## src/rtl/linked_list_deque_with_key_removal_core_assert.svh

```systemverilog
// ---------------------------------------------------------------------------
// Assertion macros for the linked list deque core.
// Every macro expects clk_i and rst_ni to be in scope.
// ---------------------------------------------------------------------------
`ifndef LINKED_LIST_DEQUE_WITH_KEY_REMOVAL_CORE_ASSERT_SVH
`define LINKED_LIST_DEQUE_WITH_KEY_REMOVAL_CORE_ASSERT_SVH

// Same-cycle implication
`define LLDQ_ASSERT(label, pre, post) \
  label: assert property (@(posedge clk_i) disable iff (!rst_ni) (pre) |-> (post)) \
    else $error("lldq: same-cycle check failed");

// Next-cycle implication
`define LLDQ_ASSERT_NEXT(label, pre, post) \
  label: assert property (@(posedge clk_i) disable iff (!rst_ni) (pre) |=> (post)) \
    else $error("lldq: next-cycle check failed");

`endif

```

## src/rtl/lldq_ram.sv

```systemverilog
// ---------------------------------------------------------------------------
// lldq_ram
// Simple dual-port RAM, one write and one registered read port.
// ---------------------------------------------------------------------------
module lldq_ram #(
  parameter int WIDTH = 8,
  parameter int DEPTH = 64
) (
  input  logic                     clk_i,
  input  logic                     rd_en_i,
  input  logic [$clog2(DEPTH)-1:0] rd_addr_i,
  output logic [WIDTH-1:0]         rd_data_o,
  input  logic                     wr_en_i,
  input  logic [$clog2(DEPTH)-1:0] wr_addr_i,
  input  logic [WIDTH-1:0]         wr_data_i
);

  logic [WIDTH-1:0] mem_q [DEPTH];

  // Write port
  always_ff @(posedge clk_i) begin
    if (wr_en_i) begin
      mem_q[wr_addr_i] <= wr_data_i;
    end
  end

  // Read port, data held while not enabled
  always_ff @(posedge clk_i) begin
    if (rd_en_i) begin
      rd_data_o <= mem_q[rd_addr_i];
    end
  end

endmodule

```

## config.mk

```make
export PLATFORM = sky130hd
export DESIGN_NAME = lldq_ram
export DESIGN_NICKNAME = d
export VERILOG_FILES = /design/src/rtl/linked_list_deque_with_key_removal_core_assert.svh /design/src/rtl/lldq_ram.sv
export SDC_FILE = /design/constraint.sdc
export NUM_CORES = 1
export LEC_CHECK = 0
export BUFFER_PORTS_ARGS = -buffer_cell sky130_fd_sc_hd__buf_4
export CORE_ASPECT_RATIO = 1.1
export CORE_MARGIN = 10
export CORE_UTILIZATION = 35
export DETAILED_ROUTE_END_ITERATION = 7
export GPL_TIMING_DRIVEN = 0
export PLACE_DENSITY = 0.58
export SLEW_MARGIN = 20
export SYNTH_ARGS = -nofsm -noshare
export SYNTH_HDL_FRONTEND = slang
export SYNTH_SLANG_ARGS = --single-unit
```

## constraint.sdc

```tcl
create_clock -name clk_i -period 2.63 [get_ports clk_i]
set_input_delay 0.526 -clock clk_i [delete_from_list [all_inputs] [get_ports clk_i]]
set_output_delay 0.526 -clock clk_i [all_outputs]
set_load 0.1 [all_outputs]
```

Word level (Yosys, flattened, before mapping)
Memory sizes are Yosys's and may differ from the RTL's. A register that Yosys moved wholly into a read port is not among the register bits.
Cells that the tools add are included.
- bits of input ports: 23
- output and inout port bits: 8
- bits in registers: 0
- logic and storage cells: 3
- memories: 1
- memory bits (writable): 512
- multiplexer cells: 2
- memories (name ; words ; width ; rd ports ; clocked after memory_dff ; write ports ; RTL line ; text):
    mem_q ; 64 ; 8 ; 1 ; 1 ; 1 ; lldq_ram.sv:18 ; logic [WIDTH-1:0] mem_q [DEPTH];
- operators with widths (cell ; number):
    $mux 1 ; 2

Logic depth before layout (Yosys ltp)
Gate-level depths: netlist (run 1).
- word-level depth: 2
- mapped depth: 9

Worst setup path before layout (run 1)
Ideal clock, no wire load.
- path kind: in2reg
- start: in rd_addr_i[1]
- end: reg rd_data_o[3], read port of mem_q, data pin
- cell stages on the path: 7
- setup time: 0.266 ns
- arrival time: 2.066 ns
- setup slack: 0.298 ns
- buffers on the path: 3
- cell sequence: buf_4 buf_2 buf_2 mux4_2 mux4_2 o21ai_1 o41ai_1
- RTL lines (item ; RTL line ; text):
    start, declared ; lldq_ram.sv:11 ; input logic [$clog2(DEPTH)-1:0] rd_addr_i,
    end, declared ; lldq_ram.sv:12 ; output logic [WIDTH-1:0] rd_data_o,

==> summary.md, run 1 <==
| Metric | Value |
|---|---|
| Layout cell share with drive strength beyond 1 | 25.4% |
| CP required | 2.91 ns |
| Critical path's most frequent cell | clkbuf_1 |
| Post-synth EDFFs | 520 |
| Post-detail-place hpwl | 31600 um |
| # rows | approximately 90 |
| Routed wl met2 | roughly 24000 um |
| Antenna violations before repair | 4 |
| Power density cells | 749 nW/um^2 |
| Synth top area share | 77.1% |
| Synth-to-layout area growth | 13.3% |
| Reg2Reg Setup Slack | 0.28 ns |
| Hold Crit Endpoint | rd_data_o[5] |
| Clock Sinks | 520 |
| WHS Path Cells | 1 |
| Maxcap violations | 0 |
| Largest stage delay, worst path | 0.62 ns |
| Average cell area after synthesis | approximately 22 sq um |
| Postcts setup bufs | 0 |
| Synthesized Nets | ~960 |
| FF-to-FF Start | mem_q[21][6] |
| Clk root buf | clkbuf_16 |
| I/O Buffers | 22 |
| Drt wl/cell | 27.5 um |
| Area contributors post-synth | edfxtp_1 77%, mux4_2 14%, nor2_1 1.5% |
| Core area | 57300 sq um |
| Clock skew | ~0.010 ns |
| Cell Area, Synth | 20200 sq um |
| H-tree depth | 2 |
| Fin nets | 1034 |
| #FFs+latches synth | 520 |
| Setup violators final | 0 |
| Total iterations of the first detailed-routing run | 5 |
| Distinct cells, synth | 39 |
| Sequential area share after synthesis | around 77% |
| Clk_lat worst skew | 0.57 ns |
| Routed vias | approximately 10k |
| CTS Buffer Depth | 3 |
| Max_slew headroom | between 30 and 40% |
| Antenna-violating nets left | 0 |
| Max layer used | met5 |
| Met1 WL | 20600 um |
| Worst Max-Slew Pin Slew | 0.947 ns |
| Die area | 67900 sq um |
| Initial core utilization | 35.3% |
| Final Util | 40.0% |
| Outcome | finished clean |
| Routability cong. | 0.881 |
| Reg2Reg Capture Point | rd_data_o[6] |
| R2R depth | 5 |
| RSZ-0062 raised after global routing | no |
| GRT Total Usage | 14.4% |
| Synthesized netlist cell count | 940 |
| Crit start category | input port |
| Slowest stage cell, crit path | clkbuf_1 |
| Routed vias/inst | roughly 5.4 |
| Syn. warnings | 0 |
| Period utilisation layout | a little over nine tenths |
| Critical path class | in -> reg |
| Async SR Flop Fraction | 0% |
| CTS Buf Count | 49 |
| Initial DRC count | 1082 |
| Finished Cell Area | 22900 sq um |
| Max-slew violation count | 0 |
| Clk slew on worst S/H paths | 0.07 ns |
| Main synth FF type | edfxtp_1 |
| Crit path DAT | approximately 2.9 ns |
| First-pass GRT wire length | 72000 um |
| IO Pins | 31 |
| CTS tree | yes |
| Vias in the first global route | 10.1k |
| Cell with the most instances after synthesis | edfxtp_1 |
| ANT cells | 0 |
| Start point of the worst hold path | rd_en_i |
| Met3 wire length | 3580 um |
| Period minus WS final | 2.58 ns |
| Power Total | 17.2 mW |
| GRT Residual Overflow | 0 |
| Chip width | ~250 um |
| Achievable frequency | 388 MHz |
| Crit end category | flop |
| DRC Markers | 0 |
| Largest net degree at the start of global routing | 65 |
| DP Area | 21400 sq um |
| Leak | 7.02 nW |
| Fill cells | 5073 |
| Die Span Y | 272 um |
| Hold Crit Class | in -> reg |
| Hold Fails Final Rpt | 0 |
| DRT Wirelength | ~49000 um |
| Most common library cells after synthesis | 520 x edfxtp_1, 126 x mux4_2, 83 x nor2_1 |
| Worst Path Max Fanout | 10 |
| Yosys top cell by area | edfxtp_1 |
| CP Cell Sequence | buf_4, clkbuf_1, clkbuf_1, clkbuf_1, o2111ai_1, nand2_1, o2bb2ai_1 |
| Max VDD drop | 0.412 mV |
final cells by class:
type	instances	area [sq um]	share of cell area (%)
Timing Repair Buffer	22	165	0.720
Clock buffer	62	1320	5.74
Sequential cell	520	15600	68.1
Clock inverter	23	233	1.01
Buffer	49	322	1.40
Multi-Input combinational cell	369	4350	18.9
Tap cell	752	941	4.10
power by group:
| part | total (mW) | internal, mW | switching [mW] |
|---|---|---|---|
| Clock | 6.96 | 4.01 | 2.95 |
| Combinational | 1.01 | 0.335 | 0.678 |
| Sequential | 9.20 | 9.19 | 0.0142 |
per-layer routing:
metal | GRT usage (%) | vias to the layer above
li1 | - | 4067
met1 | 19.2 | 5160
met2 | 23.7 | 414
met4 | 4.32 | 6
met5 | 0 | -
met3 | 2.44 | 83
metrics by stage:
stage	TNS, ns	instances	hold WS, ns	setup WS [ns]
2_1_floorplan	0	940	0.625	0.298
3_3_place_gp	-30.10	1714	0.809	-0.902
3_5_place_dp	-48.33	1714	0.811	-0.935
4_1_cts	0	1799	0.215	0.0188
5_1_grt	0	1797	0.223	0.0131
6_report	0	1797	0.232	0.0513
how the worst max path moves through the flow:
stage	startpoint	slack, ns	to	cells after the start
6_report	rd_addr_i[4]	0.05	rd_data_o[1]	7
3_5_place_dp	rd_addr_i[1]	-0.94	rd_data_o[6]	8
4_1_cts	rd_addr_i[2]	0.02	rd_data_o[5]	7
5_1_grt	rd_addr_i[4]	0.01	rd_data_o[0]	7
2_1_floorplan	rd_addr_i[1]	0.30	rd_data_o[3]	7
3_3_place_gp	rd_addr_i[2]	-0.90	rd_data_o[3]	7
critical path, delay by kind of cell:
kind / cells / cell delay (ns)
AO/OA/AOI/OAI: 2 / 0.46
buffers and inverters: 4 / 1.70
AND/OR/NAND/NOR: 1 / 0.15
cell families (layout without fill, tap and decap cells):
family                 count (synthesis)  after routing  synth area share, %
DFF                                  520            520                 77.1
buffers and inverters                 51            156                 1.56
muxes                                162            162                 15.9
and+or+nand+nor                      153            153                 3.37
AOI/OAI and AO/OA                     54             54                 2.06
timing repair:
action,CTS,global route
pin swaps,0,0
endpoints found under the setup margin,5,7
hold buffers,0,0
resized for setup,6,7
state kept, by name (all words and copies together), names as in the netlist:
signal	flops
mem_q	512
rd_data_o	8
layout by cell type (no fill, tap or decap), types with 12 or more instances in the layout:
master / instances
nand3_1: 12
buf_4: 36
clkbuf_16: 51
nor2_1: 83
clkbuf_1: 26
mux4_2: 126
edfxtp_1: 520
mux2_2: 13
mux2i_1: 23
nand2_1: 19
nor2b_1: 14
Note: power is estimated with default switching activity, not from simulation.
==> inputs of run 2 (changes only) <==
- CELL_PAD_IN_SITES_DETAIL_PLACEMENT: unset -> 1
- CELL_PAD_IN_SITES_GLOBAL_PLACEMENT: unset -> 1
- PLACE_DENSITY: 0.58 -> 0.63
==> run 2 against run 1 <==
Core utilization is 0.15 points higher. Die area stayed put. Worst hold slack worse by 0.017 ns. Critical path depth is 2 higher. Maximum frequency is 0.64% lower. Cell count is 0.33% higher. Worst setup slack worse by 0.017 ns. Global-route usage is 0.56 points higher. Total power is 2.0% higher. Critical endpoint is now rd_data_o[5]. Non-clock buffer count stayed put. Wire length is 4.8% higher. Clock skew is 0.013 ns higher.
==> summary.md, run 2 (synthesis gave the netlist of run 1 again) <==
| Metric | Value |
|---|---|
| Outcome | finished clean |
| Hold Fails Final Rpt | 0 |
| Largest net degree at the start of global routing | 65 |
| Power Total | 17.5 mW |
| First-pass GRT wire length | approximately 75000 um |
| Largest stage delay, worst path | 0.40 ns |
| # rows | 92 |
| Crit end category | flop |
| Total iterations of the first detailed-routing run | 5 |
| Routed vias/inst | 5.41 |
| Max VDD drop | 0.416 mV |
| DRT Wirelength | 51800 um |
| Largest regs | mem_q: 512 flops, rd_data_o: 8 flops |
| Critical path buffers and inverters | 4 |
| Synth-to-layout area growth | 13.7% |
| Combinational share of power | approximately 5.8% |
| Power share of the clock group | 41.7% |
| Antenna-violating nets left | 0 |
| Vias in the first global route | roughly 10k |
| Layout cell share with drive strength beyond 1 | 26.0% |
| FF-to-FF Start | mem_q[21][4] |
| DP Area | 21400 sq um |
| Largest register FFs | 512 |
| Achievable frequency | 385 MHz |
| Most common cell after layout, fill and taps aside | edfxtp_1 |
| Period utilisation layout | a little over nine tenths |
| Initial DRC count | a little under 900 |
| Hold Crit Class | in -> reg |
| Finished Cell Area | roughly 23000 sq um |
| Slowest stage cell, crit path | buf_2 |
| Power density cells | 761 nW/um^2 |
| CP required | 2.92 ns |
| Clk slew on worst S/H paths | roughly 0.070 ns |
| Clk_lat worst skew | 0.58 ns |
| Final Worst Setup Slack | 0.0347 ns |
| Sequential share of power | a little over half |
| RSZ-0062 raised after global routing | no |
| CP startpoint | rd_addr_i[1] |
| Routed vias | 9752 |
| Worst Max-Slew Pin Slew | a little over 1 ns |
| TNS Setup | 0 ns |
| Clk root buf | clkbuf_16 |
| CTS tree | yes |
| Routability cong. | 0.848 |
| Setup violators final | 0 |
| Core area | 57300 sq um |
| ANT cells | 0 |
| Max_slew headroom | approximately 30% |
| H-tree depth | 2 |
| Critical path class | in -> reg |
| Die Span Y | 272 um |
| GRT Residual Overflow | 0 |
| IO Pins | 31 |
| Clock skew | ~0.023 ns |
| Chip width | 249 um |
| Crit start category | input port |
| Die area | roughly 68000 sq um |
| CTS Buf Count | 49 |
| Final Util | 40.2% |
| Clock Sinks | 520 |
| Switch Pwr | 3.78 mW |
| DRC Markers | 0 |
| Drt wl/cell | 28.7 um |
| Leak | around 7 nW |
| Maxcap violations | 0 |
| Max-slew violation count | 0 |
| Int Power | around 14 mW |
| Setup WS pre-CTS | -1.02 ns |
| Fin nets | 1034 |
| Crit path DAT | 2.89 ns |
| Antenna violations before repair | 1 |
| CTS Buffer Depth | 3 |
| Delay-heaviest family, CP | buffers and inverters |
| Postcts setup bufs | 0 |
| Switch share | 21.6% |
| Period minus WS final | 2.60 ns |
| Placed Instances | 1714 |
| Hold WS | 0.215 ns |
| GRT Total Usage | 14.9% |
| Start point of the worst hold path | rd_en_i |
| I/O Buffers | 22 |
| Worst Path Max Fanout | 10 |
| Commonest cells after routing, fill and taps aside | 520 x edfxtp_1, 126 x mux4_2, 83 x nor2_1 |
| Post-detail-place hpwl | 33500 um |
| Critical path's most frequent cell | buf_4 |
| Cell Count, Final, Fillers Out | 1803 |
| Top reg by flops | mem_q |
| CP Cell Sequence | buf_4, buf_4, buf_4, buf_2, mux4_2, mux2i_1, a21oi_1, o21ai_1, o41ai_2 |
| Initial core utilization | between 30% and 40% |
==> run 2: cell count changes in the layout (fill, tap and decap cells not counted) <==
cell and change:
buf_2 +2, clkinv_1 +2, clkbuf_4 -2, clkbuf_1 -4, clkinv_2 +2, clkinvlp_4 +4, bufinv_16 +2
==> run 2: power groups by stage <==
stage	clock, mW	sequential (mW)	combinational [mW]
2_1_floorplan	0	9.46	0.489
3_3_place_gp	0	9.38	1.00
3_5_place_dp	0	9.38	1.02
4_1_cts	7.41	9.20	1.03
5_1_grt	7.73	9.20	1.07
6_report	7.30	9.20	1.02
==> run 2: timing repair <==
action | in CTS | in global routing
pin swaps | 0 | 0
hold endpoints to repair | 0 | 0
setup endpoints to repair | 7 | 3
hold buffers | 0 | 0
resized for setup | 7 | 5
==> run 2: metal layers <==
metal  global-route usage [%]  wire length [um]  vias to the layer above  share of wire [%]
met5                        0                 7                        -              0.014
met4                     4.82              1420                        2                2.7
met3                     2.04              2540                       78                4.9
met2                     25.2             25900                      293                 50
met1                     19.7             21900                     5309                 42
li1                         -                 -                     4070                  -
==> run 2: path summary, 6_finish.rpt <==
path / to / slack [ns] / cells after the start
setup / recovery: rd_data_o[5] / 0.03 / 9
hold / removal: rd_data_o[5] / 0.21 / 1
setup reg to reg: rd_data_o[4] / 0.22 / 5
hold reg to reg: rd_data_o[7] / 1.09 / 4
==> run 2: final cells by class <==
cell class / count / area (sq um)
multi-input combinational: 369 / 4350
fill: 5450 / 34300
timing repair buffer: 22 / 165
clock buffer: 58 / 1300
sequential: 520 / 15600
buffer: 49 / 317
clock inverter: 33 / 340
tap: 752 / 941
