File: src/rtl/linked_list_deque_with_key_removal_core_assert.svh
// ---------------------------------------------------------------------------
// Assertion macros for the linked list deque core.
// Every macro expects clk_i and rst_ni to be in scope.
// ---------------------------------------------------------------------------
`ifndef LINKED_LIST_DEQUE_WITH_KEY_REMOVAL_CORE_ASSERT_SVH
`define LINKED_LIST_DEQUE_WITH_KEY_REMOVAL_CORE_ASSERT_SVH

// Same-cycle implication
`define LLDQ_ASSERT(label, pre, post) \
  label: assert property (@(posedge clk_i) disable iff (!rst_ni) (pre) |-> (post)) \
    else $error("lldq: same-cycle check failed");

// Next-cycle implication
`define LLDQ_ASSERT_NEXT(label, pre, post) \
  label: assert property (@(posedge clk_i) disable iff (!rst_ni) (pre) |=> (post)) \
    else $error("lldq: next-cycle check failed");

`endif

File: src/rtl/lldq_pkg.sv
// ---------------------------------------------------------------------------
// lldq_pkg
// Sizes, codes and shared types of the linked list deque core.
// ---------------------------------------------------------------------------
package lldq_pkg;

  // Pool size and derived widths
  localparam int CAPACITY = 64;
  localparam int IDX_W    = $clog2(CAPACITY);
  localparam int SLOT_W   = $clog2(CAPACITY + 1);
  localparam int CNT_W    = SLOT_W;

  // Field widths of the channels
  localparam int KIND_W   = 3;
  localparam int HANDLE_W = 16;
  localparam int KEY_W    = 64;
  localparam int STATUS_W = 2;
  localparam int COUNT_W  = 7;
  localparam int ENTRY_W  = HANDLE_W + KEY_W;

  // Null link, and the last walk step allowed
  localparam logic [SLOT_W-1:0] NIL_SLOT  = SLOT_W'(CAPACITY);
  localparam logic [SLOT_W-1:0] LAST_STEP = SLOT_W'(CAPACITY - 1);

  typedef enum logic [KIND_W-1:0] {
    KIND_PUSH_TAIL  = 3'd0,
    KIND_PUSH_HEAD  = 3'd1,
    KIND_REMOVE_KEY = 3'd2,
    KIND_POP_HEAD   = 3'd3,
    KIND_POP_TAIL   = 3'd4
  } kind_e;

  typedef enum logic [STATUS_W-1:0] {
    ST_DONE = 2'd0,
    ST_MISS = 2'd1,
    ST_FULL = 2'd2
  } status_e;

  // Link memory port request
  typedef struct packed {
    logic              rd_en;
    logic [IDX_W-1:0]  rd_addr;
    logic              wr_en;
    logic [IDX_W-1:0]  wr_addr;
    logic [SLOT_W-1:0] wr_data;
  } link_req_t;

  // Entry memory port request (handle above key)
  typedef struct packed {
    logic               rd_en;
    logic [IDX_W-1:0]   rd_addr;
    logic               wr_en;
    logic [IDX_W-1:0]   wr_addr;
    logic [ENTRY_W-1:0] wr_data;
  } ent_req_t;

  // Finished result handed to the output register
  typedef struct packed {
    status_e             status;
    logic [HANDLE_W-1:0] handle;
    logic [KEY_W-1:0]    key;
    logic [CNT_W-1:0]    count;
  } result_t;

  function automatic logic is_slot(logic [SLOT_W-1:0] s);
    return s < NIL_SLOT;
  endfunction

  function automatic logic [IDX_W-1:0] slot_idx(logic [SLOT_W-1:0] s);
    return s[IDX_W-1:0];
  endfunction

endpackage

File: src/rtl/lldq_ctrl.sv
// ---------------------------------------------------------------------------
// lldq_ctrl
// Sequencer of the list: list pointers, free list and the link walks.
// ---------------------------------------------------------------------------
module lldq_ctrl (
  input  logic                           clk_i,
  input  logic                           rst_ni,
  input  logic                           req_valid_i,
  output logic                           req_ready_o,
  input  logic [lldq_pkg::KIND_W-1:0]    kind_i,
  input  logic [lldq_pkg::HANDLE_W-1:0]  handle_i,
  input  logic [lldq_pkg::KEY_W-1:0]     key_i,
  output lldq_pkg::link_req_t            link_req_o,
  input  logic [lldq_pkg::SLOT_W-1:0]    link_rdata_i,
  output lldq_pkg::ent_req_t             ent_req_o,
  input  logic [lldq_pkg::ENTRY_W-1:0]   ent_rdata_i,
  output logic                           res_valid_o,
  output lldq_pkg::result_t              res_o,
  input  logic                           res_free_i
);
  import lldq_pkg::*;

  typedef enum logic [3:0] {
    S_IDLE,
    S_PUSH,
    S_PUSH_LINK,
    S_POP_HEAD,
    S_RM_WALK,
    S_RM_LINK,
    S_PT_WALK,
    S_PT_ONE,
    S_PT_CUT,
    S_RELEASE,
    S_DONE
  } state_e;

  state_e              state_q, state_d;
  logic [SLOT_W-1:0]   head_q, head_d;
  logic [SLOT_W-1:0]   tail_q, tail_d;
  logic [SLOT_W-1:0]   free_q, free_d;
  logic [SLOT_W-1:0]   fresh_q, fresh_d;   // slots at or above were never used
  logic [CNT_W-1:0]    count_q, count_d;
  status_e             status_q, status_d;
  logic [HANDLE_W-1:0] res_handle_q, res_handle_d;
  logic [KEY_W-1:0]    res_key_q, res_key_d;

  kind_e               kind_q, kind_d;
  logic [HANDLE_W-1:0] handle_q, handle_d;
  logic [KEY_W-1:0]    key_q, key_d;
  logic [SLOT_W-1:0]   slot_q, slot_d;     // push slot, popped slot or walk cursor
  logic [SLOT_W-1:0]   prev_q, prev_d;
  logic [SLOT_W-1:0]   link_q, link_d;
  logic [SLOT_W-1:0]   steps_q, steps_d;

  logic                accept;
  logic [HANDLE_W-1:0] rd_handle;
  logic [KEY_W-1:0]    rd_key;
  logic [CNT_W-1:0]    count_dec;

  assign req_ready_o = (state_q == S_IDLE);
  assign accept      = req_valid_i && req_ready_o;
  assign rd_handle   = ent_rdata_i[ENTRY_W-1:KEY_W];
  assign rd_key      = ent_rdata_i[KEY_W-1:0];
  assign count_dec   = (count_q != '0) ? count_q - CNT_W'(1) : count_q;

  assign res_valid_o = (state_q == S_DONE);
  assign res_o       = '{status: status_q, handle: res_handle_q, key: res_key_q,
                         count: count_q};

  // Next state, pointer updates and memory requests
  always_comb begin
    state_d      = state_q;
    head_d       = head_q;
    tail_d       = tail_q;
    free_d       = free_q;
    fresh_d      = fresh_q;
    count_d      = count_q;
    status_d     = status_q;
    res_handle_d = res_handle_q;
    res_key_d    = res_key_q;
    kind_d       = kind_q;
    handle_d     = handle_q;
    key_d        = key_q;
    slot_d       = slot_q;
    prev_d       = prev_q;
    link_d       = link_q;
    steps_d      = steps_q;
    link_req_o   = '0;
    ent_req_o    = '0;

    unique case (state_q)
      S_IDLE: begin
        if (accept) begin
          kind_d       = kind_e'(kind_i);
          handle_d     = handle_i;
          key_d        = key_i;
          status_d     = ST_MISS;
          res_handle_d = '0;
          res_key_d    = '0;
          state_d      = S_DONE;
          unique case (kind_e'(kind_i))
            KIND_PUSH_TAIL, KIND_PUSH_HEAD: begin
              if (!is_slot(free_q)) begin
                status_d = ST_FULL;
              end else begin
                slot_d             = free_q;
                link_req_o.rd_en   = 1'b1;
                link_req_o.rd_addr = slot_idx(free_q);
                state_d            = S_PUSH;
              end
            end
            KIND_REMOVE_KEY: begin
              if (is_slot(head_q)) begin
                link_req_o.rd_en   = 1'b1;
                link_req_o.rd_addr = slot_idx(head_q);
                ent_req_o.rd_en    = 1'b1;
                ent_req_o.rd_addr  = slot_idx(head_q);
                slot_d             = head_q;
                prev_d             = NIL_SLOT;
                steps_d            = '0;
                state_d            = S_RM_WALK;
              end
            end
            KIND_POP_HEAD: begin
              if (is_slot(head_q)) begin
                link_req_o.rd_en   = 1'b1;
                link_req_o.rd_addr = slot_idx(head_q);
                ent_req_o.rd_en    = 1'b1;
                ent_req_o.rd_addr  = slot_idx(head_q);
                slot_d             = head_q;
                state_d            = S_POP_HEAD;
              end
            end
            KIND_POP_TAIL: begin
              if (is_slot(tail_q)) begin
                ent_req_o.rd_en   = 1'b1;
                ent_req_o.rd_addr = slot_idx(tail_q);
                slot_d            = tail_q;
                if (head_q == tail_q) begin
                  state_d = S_PT_ONE;
                end else begin
                  link_req_o.rd_en   = 1'b1;
                  link_req_o.rd_addr = slot_idx(head_q);
                  prev_d             = head_q;
                  steps_d            = '0;
                  state_d            = S_PT_WALK;
                end
              end
            end
            default: ;  // unused codes: miss with count unchanged
          endcase
        end
      end

      // Store entry, take the slot off the free list
      S_PUSH: begin
        ent_req_o.wr_en   = 1'b1;
        ent_req_o.wr_addr = slot_idx(slot_q);
        ent_req_o.wr_data = {handle_q, key_q};
        if (slot_q >= fresh_q) begin
          free_d  = slot_q + SLOT_W'(1);
          fresh_d = slot_q + SLOT_W'(1);
        end else begin
          free_d = link_rdata_i;
        end
        count_d            = count_q + CNT_W'(1);
        status_d           = ST_DONE;
        link_req_o.wr_en   = 1'b1;
        link_req_o.wr_addr = slot_idx(slot_q);
        state_d            = S_DONE;
        if (kind_q == KIND_PUSH_TAIL) begin
          link_req_o.wr_data = NIL_SLOT;
          if (!is_slot(head_q)) begin
            head_d = slot_q;
          end
          if (is_slot(tail_q)) begin
            state_d = S_PUSH_LINK;
          end else begin
            tail_d = slot_q;
          end
        end else begin
          link_req_o.wr_data = head_q;
          head_d             = slot_q;
          if (!is_slot(tail_q)) begin
            tail_d = slot_q;
          end
        end
      end

      // Hook the new slot behind the old tail
      S_PUSH_LINK: begin
        link_req_o.wr_en   = 1'b1;
        link_req_o.wr_addr = slot_idx(tail_q);
        link_req_o.wr_data = slot_q;
        tail_d             = slot_q;
        state_d            = S_DONE;
      end

      S_POP_HEAD: begin
        status_d     = ST_DONE;
        res_handle_d = rd_handle;
        res_key_d    = rd_key;
        if (slot_q == tail_q) begin
          tail_d = NIL_SLOT;
        end
        head_d             = link_rdata_i;
        count_d            = count_dec;
        link_req_o.wr_en   = 1'b1;
        link_req_o.wr_addr = slot_idx(slot_q);
        link_req_o.wr_data = free_q;
        free_d             = slot_q;
        state_d            = S_DONE;
      end

      // One linked slot checked per cycle
      S_RM_WALK: begin
        if (rd_key == key_q) begin
          status_d           = ST_DONE;
          res_handle_d       = rd_handle;
          res_key_d          = rd_key;
          count_d            = count_dec;
          link_req_o.wr_en   = 1'b1;
          link_req_o.wr_addr = slot_idx(slot_q);
          link_req_o.wr_data = free_q;
          free_d             = slot_q;
          if (!is_slot(link_rdata_i)) begin
            tail_d = prev_q;
          end
          if (is_slot(prev_q)) begin
            link_d  = link_rdata_i;
            state_d = S_RM_LINK;
          end else begin
            head_d  = link_rdata_i;
            state_d = S_DONE;
          end
        end else if (steps_q >= LAST_STEP || !is_slot(link_rdata_i)) begin
          state_d = S_DONE;
        end else begin
          link_req_o.rd_en   = 1'b1;
          link_req_o.rd_addr = slot_idx(link_rdata_i);
          ent_req_o.rd_en    = 1'b1;
          ent_req_o.rd_addr  = slot_idx(link_rdata_i);
          prev_d             = slot_q;
          slot_d             = link_rdata_i;
          steps_d            = steps_q + SLOT_W'(1);
        end
      end

      // Unlink the removed slot from its predecessor
      S_RM_LINK: begin
        link_req_o.wr_en   = 1'b1;
        link_req_o.wr_addr = slot_idx(prev_q);
        link_req_o.wr_data = link_q;
        state_d            = S_DONE;
      end

      // Find the slot whose link points at the tail
      S_PT_WALK: begin
        if (link_rdata_i == slot_q) begin
          state_d = S_PT_CUT;
        end else begin
          prev_d = link_rdata_i;
          if (!is_slot(link_rdata_i)) begin
            state_d = S_DONE;
          end else if (steps_q >= LAST_STEP) begin
            state_d = S_PT_CUT;
          end else begin
            link_req_o.rd_en   = 1'b1;
            link_req_o.rd_addr = slot_idx(link_rdata_i);
            steps_d            = steps_q + SLOT_W'(1);
          end
        end
      end

      S_PT_ONE: begin
        status_d     = ST_DONE;
        res_handle_d = rd_handle;
        res_key_d    = rd_key;
        head_d       = NIL_SLOT;
        tail_d       = NIL_SLOT;
        count_d      = '0;
        state_d      = S_RELEASE;
      end

      S_PT_CUT: begin
        status_d           = ST_DONE;
        res_handle_d       = rd_handle;
        res_key_d          = rd_key;
        link_req_o.wr_en   = 1'b1;
        link_req_o.wr_addr = slot_idx(prev_q);
        link_req_o.wr_data = NIL_SLOT;
        tail_d             = prev_q;
        count_d            = count_dec;
        state_d            = S_RELEASE;
      end

      // Freed slot goes to the front of the free list
      S_RELEASE: begin
        link_req_o.wr_en   = 1'b1;
        link_req_o.wr_addr = slot_idx(slot_q);
        link_req_o.wr_data = free_q;
        free_d             = slot_q;
        state_d            = S_DONE;
      end

      S_DONE: begin
        if (res_free_i) begin
          state_d = S_IDLE;
        end
      end

      default: state_d = S_IDLE;
    endcase
  end

  // State, list pointers and result
  always_ff @(posedge clk_i or negedge rst_ni) begin
    if (!rst_ni) begin
      state_q      <= S_IDLE;
      head_q       <= NIL_SLOT;
      tail_q       <= NIL_SLOT;
      free_q       <= '0;
      fresh_q      <= '0;
      count_q      <= '0;
      status_q     <= ST_MISS;
      res_handle_q <= '0;
      res_key_q    <= '0;
    end else begin
      state_q      <= state_d;
      head_q       <= head_d;
      tail_q       <= tail_d;
      free_q       <= free_d;
      fresh_q      <= fresh_d;
      count_q      <= count_d;
      status_q     <= status_d;
      res_handle_q <= res_handle_d;
      res_key_q    <= res_key_d;
    end
  end

  // Request and walk registers
  always_ff @(posedge clk_i) begin
    kind_q   <= kind_d;
    handle_q <= handle_d;
    key_q    <= key_d;
    slot_q   <= slot_d;
    prev_q   <= prev_d;
    link_q   <= link_d;
    steps_q  <= steps_d;
  end

endmodule

File: config.mk
export PLATFORM = sky130hd
export DESIGN_NAME = lldq_ctrl
export DESIGN_NICKNAME = d
export VERILOG_FILES = /design/src/rtl/linked_list_deque_with_key_removal_core_assert.svh /design/src/rtl/lldq_pkg.sv /design/src/rtl/lldq_ctrl.sv
export SDC_FILE = /design/constraint.sdc
export NUM_CORES = 1
export LEC_CHECK = 0
export ABC_AREA = 1
export BUFFER_PORTS_ARGS = -buffer_cell sky130_fd_sc_hd__clkbuf_2
export CAP_MARGIN = 20
export CORE_ASPECT_RATIO = 0.9
export CORE_MARGIN = 3
export CORE_UTILIZATION = 25
export CTS_CLUSTER_DIAMETER = 60
export DETAILED_ROUTE_END_ITERATION = 10
export HOLD_SLACK_MARGIN = 0.02
export PLACE_DENSITY = 0.43
export SLEW_MARGIN = 20
export SYNTH_ARGS = -nofsm -noshare
export SYNTH_HDL_FRONTEND = slang
export SYNTH_SLANG_ARGS = --single-unit
export TNS_END_PERCENT = 50
File: constraint.sdc
create_clock -name clk_i -period 9.4 [get_ports clk_i]
set_input_delay 0 -clock clk_i [delete_from_list [all_inputs] [get_ports clk_i]]
set_output_delay 0 -clock clk_i [all_outputs]
set_load 0.02 [all_outputs]
Word level (Yosys, flattened, before mapping)
Index checks and enable logic that the tools add are counted.

storage, ports and cells
  bits in registers = 232
  input bits = 174
  output and inout bits = 206

operators by class
  eq/ne operators = 37
  muxes and demuxes = 90
  add/subtract/negate cells = 4
  reduce and logical (&&, ||, !) cells = 36
  order comparisons = 7

operators by type and width
  cell                                                              number
  7-bit two-way mux                                                 45
  64-bit case mux with 3 select lines                               1
  64-bit two-way mux                                                2
  7-bit case mux with 3 select lines                                6
  87-bit two-way mux                                                1
  14-bit case mux with 6 select lines                               1
  7-bit case mux with 2 select lines                                5
  64-bit == test                                                    1
  4-bit two-way mux                                                 14
  7-bit case mux with 4 select lines                                2
  16-bit case mux with 3 select lines                               1
  7-bit case mux with 6 select lines                                1
  7-bit less-than comparator (second input constant)                5
  16-bit two-way mux                                                2
  4-bit case mux with 7 select lines                                1
  7-bit by 1-bit adder with 7-bit output (second input constant)    3
  7-bit == test                                                     3
  2-bit != test (second input constant)                             9
  4-bit by 3-bit == test with 1-bit output (second input constant)  4
  4-bit case mux with 4 select lines                                1
  3-bit != test (second input constant)                             5
  14-bit two-way mux                                                1
  4-bit == test (second input constant)                             3
  3-bit AND reduction                                               4
  other kinds (33)                                                  53

Longest topological paths before layout
Gate-level depths: netlist (run 1).

  depth in word-level cells = 6
  gate-level depth with buffers = 17
  gate-level depth less buffers = 17

Least setup slack after synthesis (run 1)
No wires, ideal clock.

  path kind = reg-to-output
  start = register state_q[3]
  end = output port link_req_o[20] (netlist name)
  data arrival time = 4,358 ps
  data required time = 9,400 ps
  stages on the path, launching flop included = 8
  path buffers = 0
  path slack = 5,042 ps
  cells stage by stage = dfrtp_1 -> nor2_2 -> inv_2 -> nor2_4 -> inv_2 -> nor2_2 -> inv_1 -> o21ai_0

RTL lines
  item                    RTL line          RTL
  start, declared         lldq_ctrl.sv:37   state_e state_q, state_d;
  start signal, assigned  lldq_ctrl.sv:329  state_q <= state_d;
  end, declared           lldq_ctrl.sv:13   output lldq_pkg::link_req_t link_req_o,

Worst setup path after layout (run 1)
  start = register key_q[2]
  end = register res_handle_q[15]

on the way
  longest elaborated chain between the ends = 3

ends and longest elaborated chain
  item                           RTL line          RTL
  start, declared                lldq_ctrl.sv:49   logic [KEY_W-1:0] key_q, key_d;
  start signal, assigned         lldq_ctrl.sv:345  key_q <= key_d;
  64-bit == test                 lldq_ctrl.sv:217  if (rd_key == key_q) begin
  2-bit != test (no line)        -
  3-bit AND reduction (no line)  -
  end signal, assigned           lldq_ctrl.sv:336  res_handle_q <= res_handle_d;
  end, declared                  lldq_ctrl.sv:44   logic [HANDLE_W-1:0] res_handle_q, res_handle_d;

Every way passes these cells.
A chain may end at the register's enable or synchronous reset.

==> results summary, run 1 <==
The sum of routed wire length over all layers came out at 49.1 mm. The class of the most critical hold timing path is primary input to async pin. The remaining design rule violation count came out at 0. Synthesis produced a netlist with a net count of 1806. STA classifies the critical path endpoint as a flip-flop. The net switching power of the design came out at ~0.0027 W.

After the flow finishes, the layout carries non-filler instances totaling approximately 2900. The horizontal die dimension is around 250 um. For the worst setup path, the data arrival time is between 3 and 4 ns. The number of max-capacitance violations reported is 0. Ranked by total cell area, the synthesized netlist is headed by sky130_fd_sc_hd__edfxtp_1 (26%), sky130_fd_sc_hd__dfrtp_1 (23%), sky130_fd_sc_hd__nand2_1 (15%), sky130_fd_sc_hd__inv_1 (5.9%), sky130_fd_sc_hd__nor2_1 (5.2%). The number of unique standard cell types used by synthesis came out at between 40 and 50. Setup repair after global routing left no endpoint under its margin. The final weighted congestion in routability-driven placement came out at between 0.9 and 1. The maximum clock insertion buffer count is 3.

Detailed routing inserted a total of between 10000 and 15000 vias. By instance count, the cell type seen most on the critical path is sky130_fd_sc_hd__nand2_1. The H-tree was split into 2 levels. The number of antenna violations at the first check in global routing is 0. The number of DRC markers after the initial detailed-route iteration is 649.

The gate count after technology mapping is ~1600. The area fraction in and, or, nand and nor cells after synthesis is 0.258. The area added between synthesis and finish is 42.3%.

The post-CTS setup-driven buffer insertion count is 0. The most frequent cell after synthesis is sky130_fd_sc_hd__nand2_1. The maximum operating frequency came out at between 300 and 400 MHz.

For the final routed database, the setup TNS stands at 0 ns. The internal power consumption came out at roughly 0.0032 W. The maximum number of pins on one net before global-route repair came out at 90. The number of I/O pins came out at 380. The per-cell routed wire length came out at about 17 um.

The area fraction in compound gates after synthesis came out at 0.122. The final global-route overflow total is 0. The number of detailed-routing iterations run before antenna repair came out at 5. The worst hold margin came out at about 0.042 ns.

The transition time at the pin with the least slew margin came out at about 1.0 ns. Among all flip-flop cells after synthesis, the most frequent one is sky130_fd_sc_hd__dfrtp_1. The delay of the slowest critical-path stage is 0.42 ns. The clock period minus final worst setup slack is around 3.2 ns. The clock-pin slew on the worst setup and hold paths is roughly 0.050 ns.

The first-pass GRT wire length is ~75 mm. The portion of total power attributed to combinational logic is 0.473. The floorplan row count is 78. The global-route usage over all layers is 0.177. For this design the ratio of total power to cell area is 322 nW/um^2.

The final antenna-violating net count came out at 0. Among cell families on the critical path, the largest total delay comes from simple AND/OR/NAND/NOR gates. The die outline area came out at around 54000 sq um. The critical path is of the flip-flop to flip-flop type. The peak ir drop on the vdd network is about 0.15 mV. The initial utilization of the core area, before any placement, comes to 0.254. After floorplanning, the core was sized to cover 50700 sq um. The number of placed instances with taps included came out at approximately 2600. The count of endpoints failing hold in the final timing report is 0. Of the synthesized area, sequential elements account for 0.494. The clock latency at the later pin of the worst-skew pair came out at 0.53 ns. The fraction of power consumed by sequential logic came out at 0.300.

After synthesis, the most frequently instantiated cells are sky130_fd_sc_hd__nand2_1 (520), sky130_fd_sc_hd__inv_1 (203), sky130_fd_sc_hd__nor2_1 (180). The post-synthesis xor/xnor area fraction is 0.0204. The tree is rooted in a sky130_fd_sc_hd__clkbuf_16. Buffers inserted during clock tree synthesis total 35.

The signal on the critical path passes through nand2_1 -> nand2_1 -> nor2_1 -> nand2_1 -> nor2_1 -> nand2_1 -> nor2_2 -> nand2_2 -> nand2_4 -> nand3_4 -> buf_16 -> buf_4 -> nand2_2 -> o21ai_2. The share of synthesized cell area in full adder, half adder and majority cells is 0.0161. Setup violations remaining at the end of the flow were counted as 0. The number of global-route vias before repair came out at 12643. The die height came out at around 220 um.

Dividing the detail-routed via count by the number of cells gives between 4 and 5. Of the total power, the share spent switching nets is 0.462. By area, the combinational part of the netlist is dominated by simple AND/OR/NAND/NOR gates.

On the final layout, the worst clock skew is just under 0.02 ns. The share of total power dissipated in the clock network is 0.227. The fraction of layout instances using a drive strength above 1 is 0.245. The number of nets in the finished design came out at 2345. The critical path contains buffers and inverters numbering 2 combined. The cell leakage power came out at ~9.1 nW. The largest area contributor in the netlist is sky130_fd_sc_hd__edfxtp_1.

The fraction of synthesized area in multiplexers is 0. The half-perimeter wire length after placement is about 36 mm. The antenna diode count is 0. The number of synthesized register bits came out at 232.

The worst path required time came out at a little under 10 ns. The worst setup path is launched from a flip-flop. For this design, the slowest cell found on the critical path is sky130_fd_sc_hd__buf_4. The clock sink total is between 200 and 250. The combined area of all synthesized cells came out at 12900 sq um. The final number of max-transition violations is 0. Of the available clock period, the critical path in the final layout requires 0.344.

TritonCTS built the clock tree. The average instance area after synthesis is 7.97 sq um. The share of synthesized area in the top cell type comes to 0.259. The number of flops mapped to enable cells by yosys came out at between 100 and 150.

The count of warnings emitted by yosys is 0. The maximum fanout along the worst path is a little over 70. The count of input and output buffers came out at between 300 and 400.

The post-synthesis async set-or-reset flop share came out at 0.522. The worst slew slack as a fraction of its limit is 0.310. The run finished with clean final reports.
final cells by class:
cell class | instances | area (sq um)
well taps | 680 | 851
clock buffers | 53 | 1080
flip-flops and latches | 232 | 6360
inverters | 216 | 811
multi-input cells | 1109 | 5400
repair buffers | 561 | 3720
fillers | 5304 | 32300
clock inverters | 10 | 108
power groups by stage:
| stage | logic (W) | clock network, W | registers (W) |
|---|---|---|---|
| after floorplan | 0.00174 | 0 | 0.00191 |
| after global placement | 0.00271 | 0 | 0.00179 |
| after detailed placement | 0.00273 | 0 | 0.00179 |
| after CTS | 0.00280 | 0.00140 | 0.00178 |
| after global routing | 0.00311 | 0.00144 | 0.00182 |
| final | 0.00279 | 0.00134 | 0.00177 |
registers in the layout, indices dropped and copies added, names as in the netlist:
name and cells:
key_q 64, res_key_q 64, handle_q 16, res_handle_q 16
count_q 7, free_q 7, fresh_q 7, head_q 7
link_q 7, prev_q 7, slot_q 7, steps_q 7
tail_q 7, state_q 4, kind_q 3, status_q 2
final timing paths:
kind,end,slack [ns],cells past startpoint,startpoint
min in group clk_i,key_q[24]$_DFFE_PP_,0.19,2,key_i[24]
max reg2reg,res_handle_q[15]$_DFFE_PN0P_,6.17,14,key_q[2]$_DFFE_PP_
min,tail_q[4]$_DFFE_PN0P_,0.04,2,rst_ni
max,res_handle_q[15]$_DFFE_PN0P_,6.17,14,key_q[2]$_DFFE_PP_
min reg2reg,res_handle_q[4]$_DFFE_PN0P_,0.48,2,res_handle_q[4]$_DFFE_PN0P_
max in group asynchronous,res_key_q[28]$_DFFE_PN0P_,8.04,3,rst_ni
cells by family (layout without fill, tap and decap cells):
group	count (synthesis)	count (layout)
flops	232	232
buf+inv	275	840
simple gates	806	806
compound gates	257	257
xor+xnor	30	30
fa+ha+maj	16	16
per-layer routing:
metal	share of wire	global-route usage
met1	0.43	0.228
met4	0.031	0.0625
met3	0.082	0.0469
met2	0.46	0.287
met5	0	0
per-stage QoR:
stage	setup slack, ns	cell area [sq um]	power (W)	utilization
6_report	6.17	18300	0.00591	0.362
5_1_grt	5.87	18300	0.00637	0.362
4_1_cts	5.63	18300	0.00597	0.361
3_5_place_dp	5.65	15400	0.00451	0.303
3_3_place_gp	5.69	15400	0.00450	0.303
2_1_floorplan	5.04	12900	0.00365	-
layout by cell type (no fill, tap or decap), types with 3 or more instances in the layout:
cell type                       synthesis  routed
sky130_fd_sc_hd__edfxtp_1             111     111
sky130_fd_sc_hd__clkinv_1               2       3
sky130_fd_sc_hd__inv_2                 11      11
sky130_fd_sc_hd__nand3_2                3       3
sky130_fd_sc_hd__nor3_1                10      10
sky130_fd_sc_hd__a211oi_1               3       3
sky130_fd_sc_hd__nand2_2               24      23
sky130_fd_sc_hd__a21oi_1               43      43
sky130_fd_sc_hd__clkbuf_8               0       7
sky130_fd_sc_hd__o21ai_2               26      26
sky130_fd_sc_hd__nor2_1               180     180
sky130_fd_sc_hd__o21ai_0               51      51
sky130_fd_sc_hd__dfrtp_1              118     118
sky130_fd_sc_hd__a22oi_1                6       6
sky130_fd_sc_hd__dfstp_2                3       3
sky130_fd_sc_hd__nor2_2                 8       7
sky130_fd_sc_hd__nor2_4                 7       8
sky130_fd_sc_hd__o21ai_1               74      74
sky130_fd_sc_hd__o22ai_1               11      11
sky130_fd_sc_hd__xor2_1                26      26
sky130_fd_sc_hd__xnor2_1                4       4
sky130_fd_sc_hd__nand4_1                6       6
sky130_fd_sc_hd__clkbuf_16              0      38
sky130_fd_sc_hd__buf_4                  1       6
sky130_fd_sc_hd__a32oi_1                7       7
sky130_fd_sc_hd__clkinv_2               0       4
sky130_fd_sc_hd__nand2_1              520     519
sky130_fd_sc_hd__a221oi_1              18      18
sky130_fd_sc_hd__or2_2                  4       4
sky130_fd_sc_hd__ha_1                  15      15
sky130_fd_sc_hd__clkbuf_2               0     379
sky130_fd_sc_hd__dlygate4sd3_1          0     174
sky130_fd_sc_hd__nand2_4                2       3
sky130_fd_sc_hd__clkbuf_1              36       8
sky130_fd_sc_hd__o211ai_1               9       9
sky130_fd_sc_hd__inv_1                203     203
sky130_fd_sc_hd__nand3_1               35      35
timing repair:
action,4_1_cts,5_1_grt
hold buffers,174,0
gates resized for setup,0,0
hold endpoints to repair,261,0
Note: power is estimated with default switching activity, not from simulation.
==> inputs of run 2 (changes only) <==
--- a/config.mk
+++ b/config.mk
@@ -14,7 +14,7 @@
 export CTS_CLUSTER_DIAMETER = 60
 export DETAILED_ROUTE_END_ITERATION = 10
 export HOLD_SLACK_MARGIN = 0.02
-export PLACE_DENSITY = 0.43
+export PLACE_DENSITY = 0.44
 export SLEW_MARGIN = 20
 export SYNTH_ARGS = -nofsm -noshare
 export SYNTH_HDL_FRONTEND = slang
==> constraint.sdc (replaced) <==
create_clock -name clk_i -period 2.9 [get_ports clk_i]
set_input_delay 0 -clock clk_i [delete_from_list [all_inputs] [get_ports clk_i]]
set_output_delay 0 -clock clk_i [all_outputs]
set_load 0.02 [all_outputs]
==> run 2 against run 1 <==
  * Global-route usage up 0.71 points
  * Clock power rose to 3.5 times the previous value
  * Die area stayed put
==> results summary, run 2 (synthesized netlist as in run 1, its figures left out) <==
Summed over all nets, the switching power comes to 0.00923 W. The number of antenna violations at the first check in global routing came out at 2. The detailed router placed around 13000 vias in this run. The largest registers in the layout are key_q: 64 flops, res_key_q: 64 flops.

The average via count per standard cell is about 4.5. The internal power consumption is 0.0108 W. The final weighted congestion in routability-driven placement came out at ~0.94.

The fraction of layout instances using a drive strength above 1 came out at 0.264. The core region is 50700 sq um. The area taken by flip-flops and latches is between 6000 and 7000 sq um. The class of the most critical hold timing path is primary input to async pin. The worst setup path startpoint is key_q[61]$_DFFE_PP_.

The slowest stage of the critical path is the sky130_fd_sc_hd__edfxtp_1 cell. The first global-routing pass estimated approximately 77 mm of wire. The total power density per cell area came out at between 1000 and 1500 nW/um^2. Of the total power, registers draw 0.282. The post-route met1 wirelength came out at about 22 mm. Traced cell by cell, the critical path runs through xor2_1 -> nor2_1 -> nand2_1 -> nor2_2 -> nand2_2 -> nor2_2 -> nand3_2 -> nand2_1 -> buf_6 -> nand2_1 -> nand3_1 -> clkbuf_2.

The per-cell routed wire length is ~18 um. The clock period minus final worst setup slack came out at about 2.7 ns. In this run the tool buffered the top-level ports with roughly 380 buffer cells. Max-cap violations in this run came to 0. The library cell used most frequently in the layout, excluding fill and tap cells, is sky130_fd_sc_hd__nand2_1. Of the total power, combinational logic draws 0.485. The maximum fanout along the worst path is 13. The delay of the slowest critical-path stage is 0.41 ns. The met3 wire length is roughly 4.6 mm. Hold is met by 0.101 ns. The minimum setup slack among reg-to-reg paths came out at ~0.31 ns.

Among the stages of the critical path, the cell type that occurs most often is sky130_fd_sc_hd__nand2_1. The worst slew slack as a fraction of its limit came out at 0.349. The remaining design rule violation count came out at 0. The part of the cycle the worst path needs is 0.934.

The number of DRC markers after the initial detailed-route iteration came out at 782. The share of total power in the clock network came out at 0.233. The peak ir drop on the vdd network is 0.877 mV. The worst path required time came out at 2.90 ns. Data on the critical path arrives at its endpoint at approximately 2.7 ns. The later pin in the worst-skew pair is clocked with a latency of 0.55 ns. The number of nets in the finished design is approximately 2400. The cell leakage power came out at around 9.4 nW. The tree is rooted in a sky130_fd_sc_hd__clkbuf_16. The final number of setup-violating endpoints is 0. The setup path with the least slack is of type flip-flop to output pin. The pre-antenna-repair detailed-routing pass consisted of 5 iterations. The final number of max-transition violations was 0.

The worst setup path is launched from a flip-flop. STA classifies the critical path endpoint as an output pin. The final global-route overflow total came out at 0. Relative to the synthesized area, the layout overhead comes to 46.1%. The worst register-to-register path begins at steps_q[0]$_SDFFCE_PP0P_. The final antenna-violating net count is 0. The critical path ends at link_req_o[6]. The maximum operating frequency came out at about 370 MHz.

The maximum clock skew at final layout came out at between 0.03 and 0.04 ns. The global-route usage over all layers came out at 0.184. The area occupied by multi-input gates is between 5000 and 6000 sq um. The clock sink total came out at ~230. The initial utilization of the core area, before any placement, comes to 0.254. The number of I/O pins came out at 380. The depth of the CTS H-tree is 2. The run finished with clean final reports. TritonCTS created 38 clock buffers. Leaving out fill and tap cells, the most frequent cells in the layout are sky130_fd_sc_hd__nand2_1 (516), sky130_fd_sc_hd__clkbuf_2 (377), sky130_fd_sc_hd__inv_1 (203). The aggregate negative setup slack is 0 ns. For the worst flop-to-flop path, the logic depth is 9. The die height came out at ~220 um. The die outline area is about 54000 sq um. The number of global-route vias before repair is approximately 13000. From left edge to right edge, the die measures 245 um. The endpoint identified for the worst register-to-register timing path is steps_q[5]$_SDFFCE_PP0P_.

The floorplan has 78 rows. Counting the fill cells in the layout gives approximately 5300. Detailed placement finished with a half-perimeter wire length of roughly 38 mm. The clock passes through at most 3 buffers. Signal routing reaches up to met5.

The transition time at the pin with the least slew margin came out at roughly 0.98 ns. The sum of routed wire length over all layers is just over 50 mm. Of the total power, the share spent switching nets is 0.461. TritonCTS built the clock tree. The maximum number of pins on one net before global-route repair came out at 161. The routed length on met2 is ~23 mm. The clock-pin slew on the worst setup and hold paths is around 0.06 ns.

The count of endpoints failing hold in the final timing report came out at 0.
[run 2: power groups by stage]
stage | Combinational (W) | Sequential (W) | Clock, W
global route | 0.0107 | 0.00578 | 0.00496
floorplan | 0.00565 | 0.00618 | 0
finish | 0.00971 | 0.00565 | 0.00467
detailed placement | 0.00945 | 0.00567 | 0
global placement | 0.00946 | 0.00564 | 0
CTS | 0.00970 | 0.00562 | 0.00485
[run 2: area by class of cell]
cell class / count / area share
clock inverters: 21 / 0.0136
clock buffers: 47 / 0.0545
repair buffers: 599 / 0.215
diodes: 1 / 0.000133
multi-input cells: 1109 / 0.290
inverters: 216 / 0.0431
well taps: 680 / 0.0452
flip-flops and latches: 232 / 0.338
[run 2: repair_timing]
action / in CTS / in global routing
endpoints found under the hold margin: 278 / 0
hold buffers: 174 / 0
pin swaps: 0 / 1
buffers inserted: 0 / 2
endpoints found under the setup margin: 8 / 12
resized for setup: 4 / 16
[run 2: worst max-delay path, delay by kind of cell (launching register included)]
| family | cells | cell delay (ns) |
|---|---|---|
| buffers and inverters | 2 | 0.38 |
| and+or+nand+nor | 9 | 1.19 |
| DFF | 1 | 0.41 |
| xor gates and xnor gates | 1 | 0.18 |
[run 2: metal layers]
layer / up-vias / track usage
li1: 6345 / -
met1: 6070 / 0.242
met2: 476 / 0.292
met3: 100 / 0.0527
met4: 4 / 0.0594
met5: - / 0
[run 2: worst min-delay path by stage]
| stage | from | end | slack, ns | cells after the start |
|---|---|---|---|---|
| 2_1_floorplan | rst_ni | count_q[0]$_DFFE_PN0P_ | -0.30 | 0 |
| 3_3_place_gp | rst_ni | tail_q[2]$_DFFE_PN0P_ | 0.17 | 1 |
| 3_5_place_dp | rst_ni | tail_q[3]$_DFFE_PN0P_ | 0.18 | 1 |
| 4_1_cts | key_i[11] | key_q[11]$_DFFE_PP_ | 0.13 | 2 |
| 5_1_grt | key_i[18] | key_q[18]$_DFFE_PP_ | 0.15 | 2 |
| 6_report | rst_ni | tail_q[3]$_DFFE_PN0P_ | 0.10 | 2 |
[run 2: stage by stage]
stage	cell area (sq um)	util	std cells	power, W	setup WS, ns
finish	18800	0.372	2905	0.0200	0.191
floorplan	12900	-	1616	0.0118	-0.240
CTS	18700	0.370	2902	0.0202	0.000381
detailed placement	15700	0.310	2660	0.0151	0.0920
global placement	15700	0.310	2660	0.0151	0.272
global route	18800	0.372	2904	0.0215	-0.00371
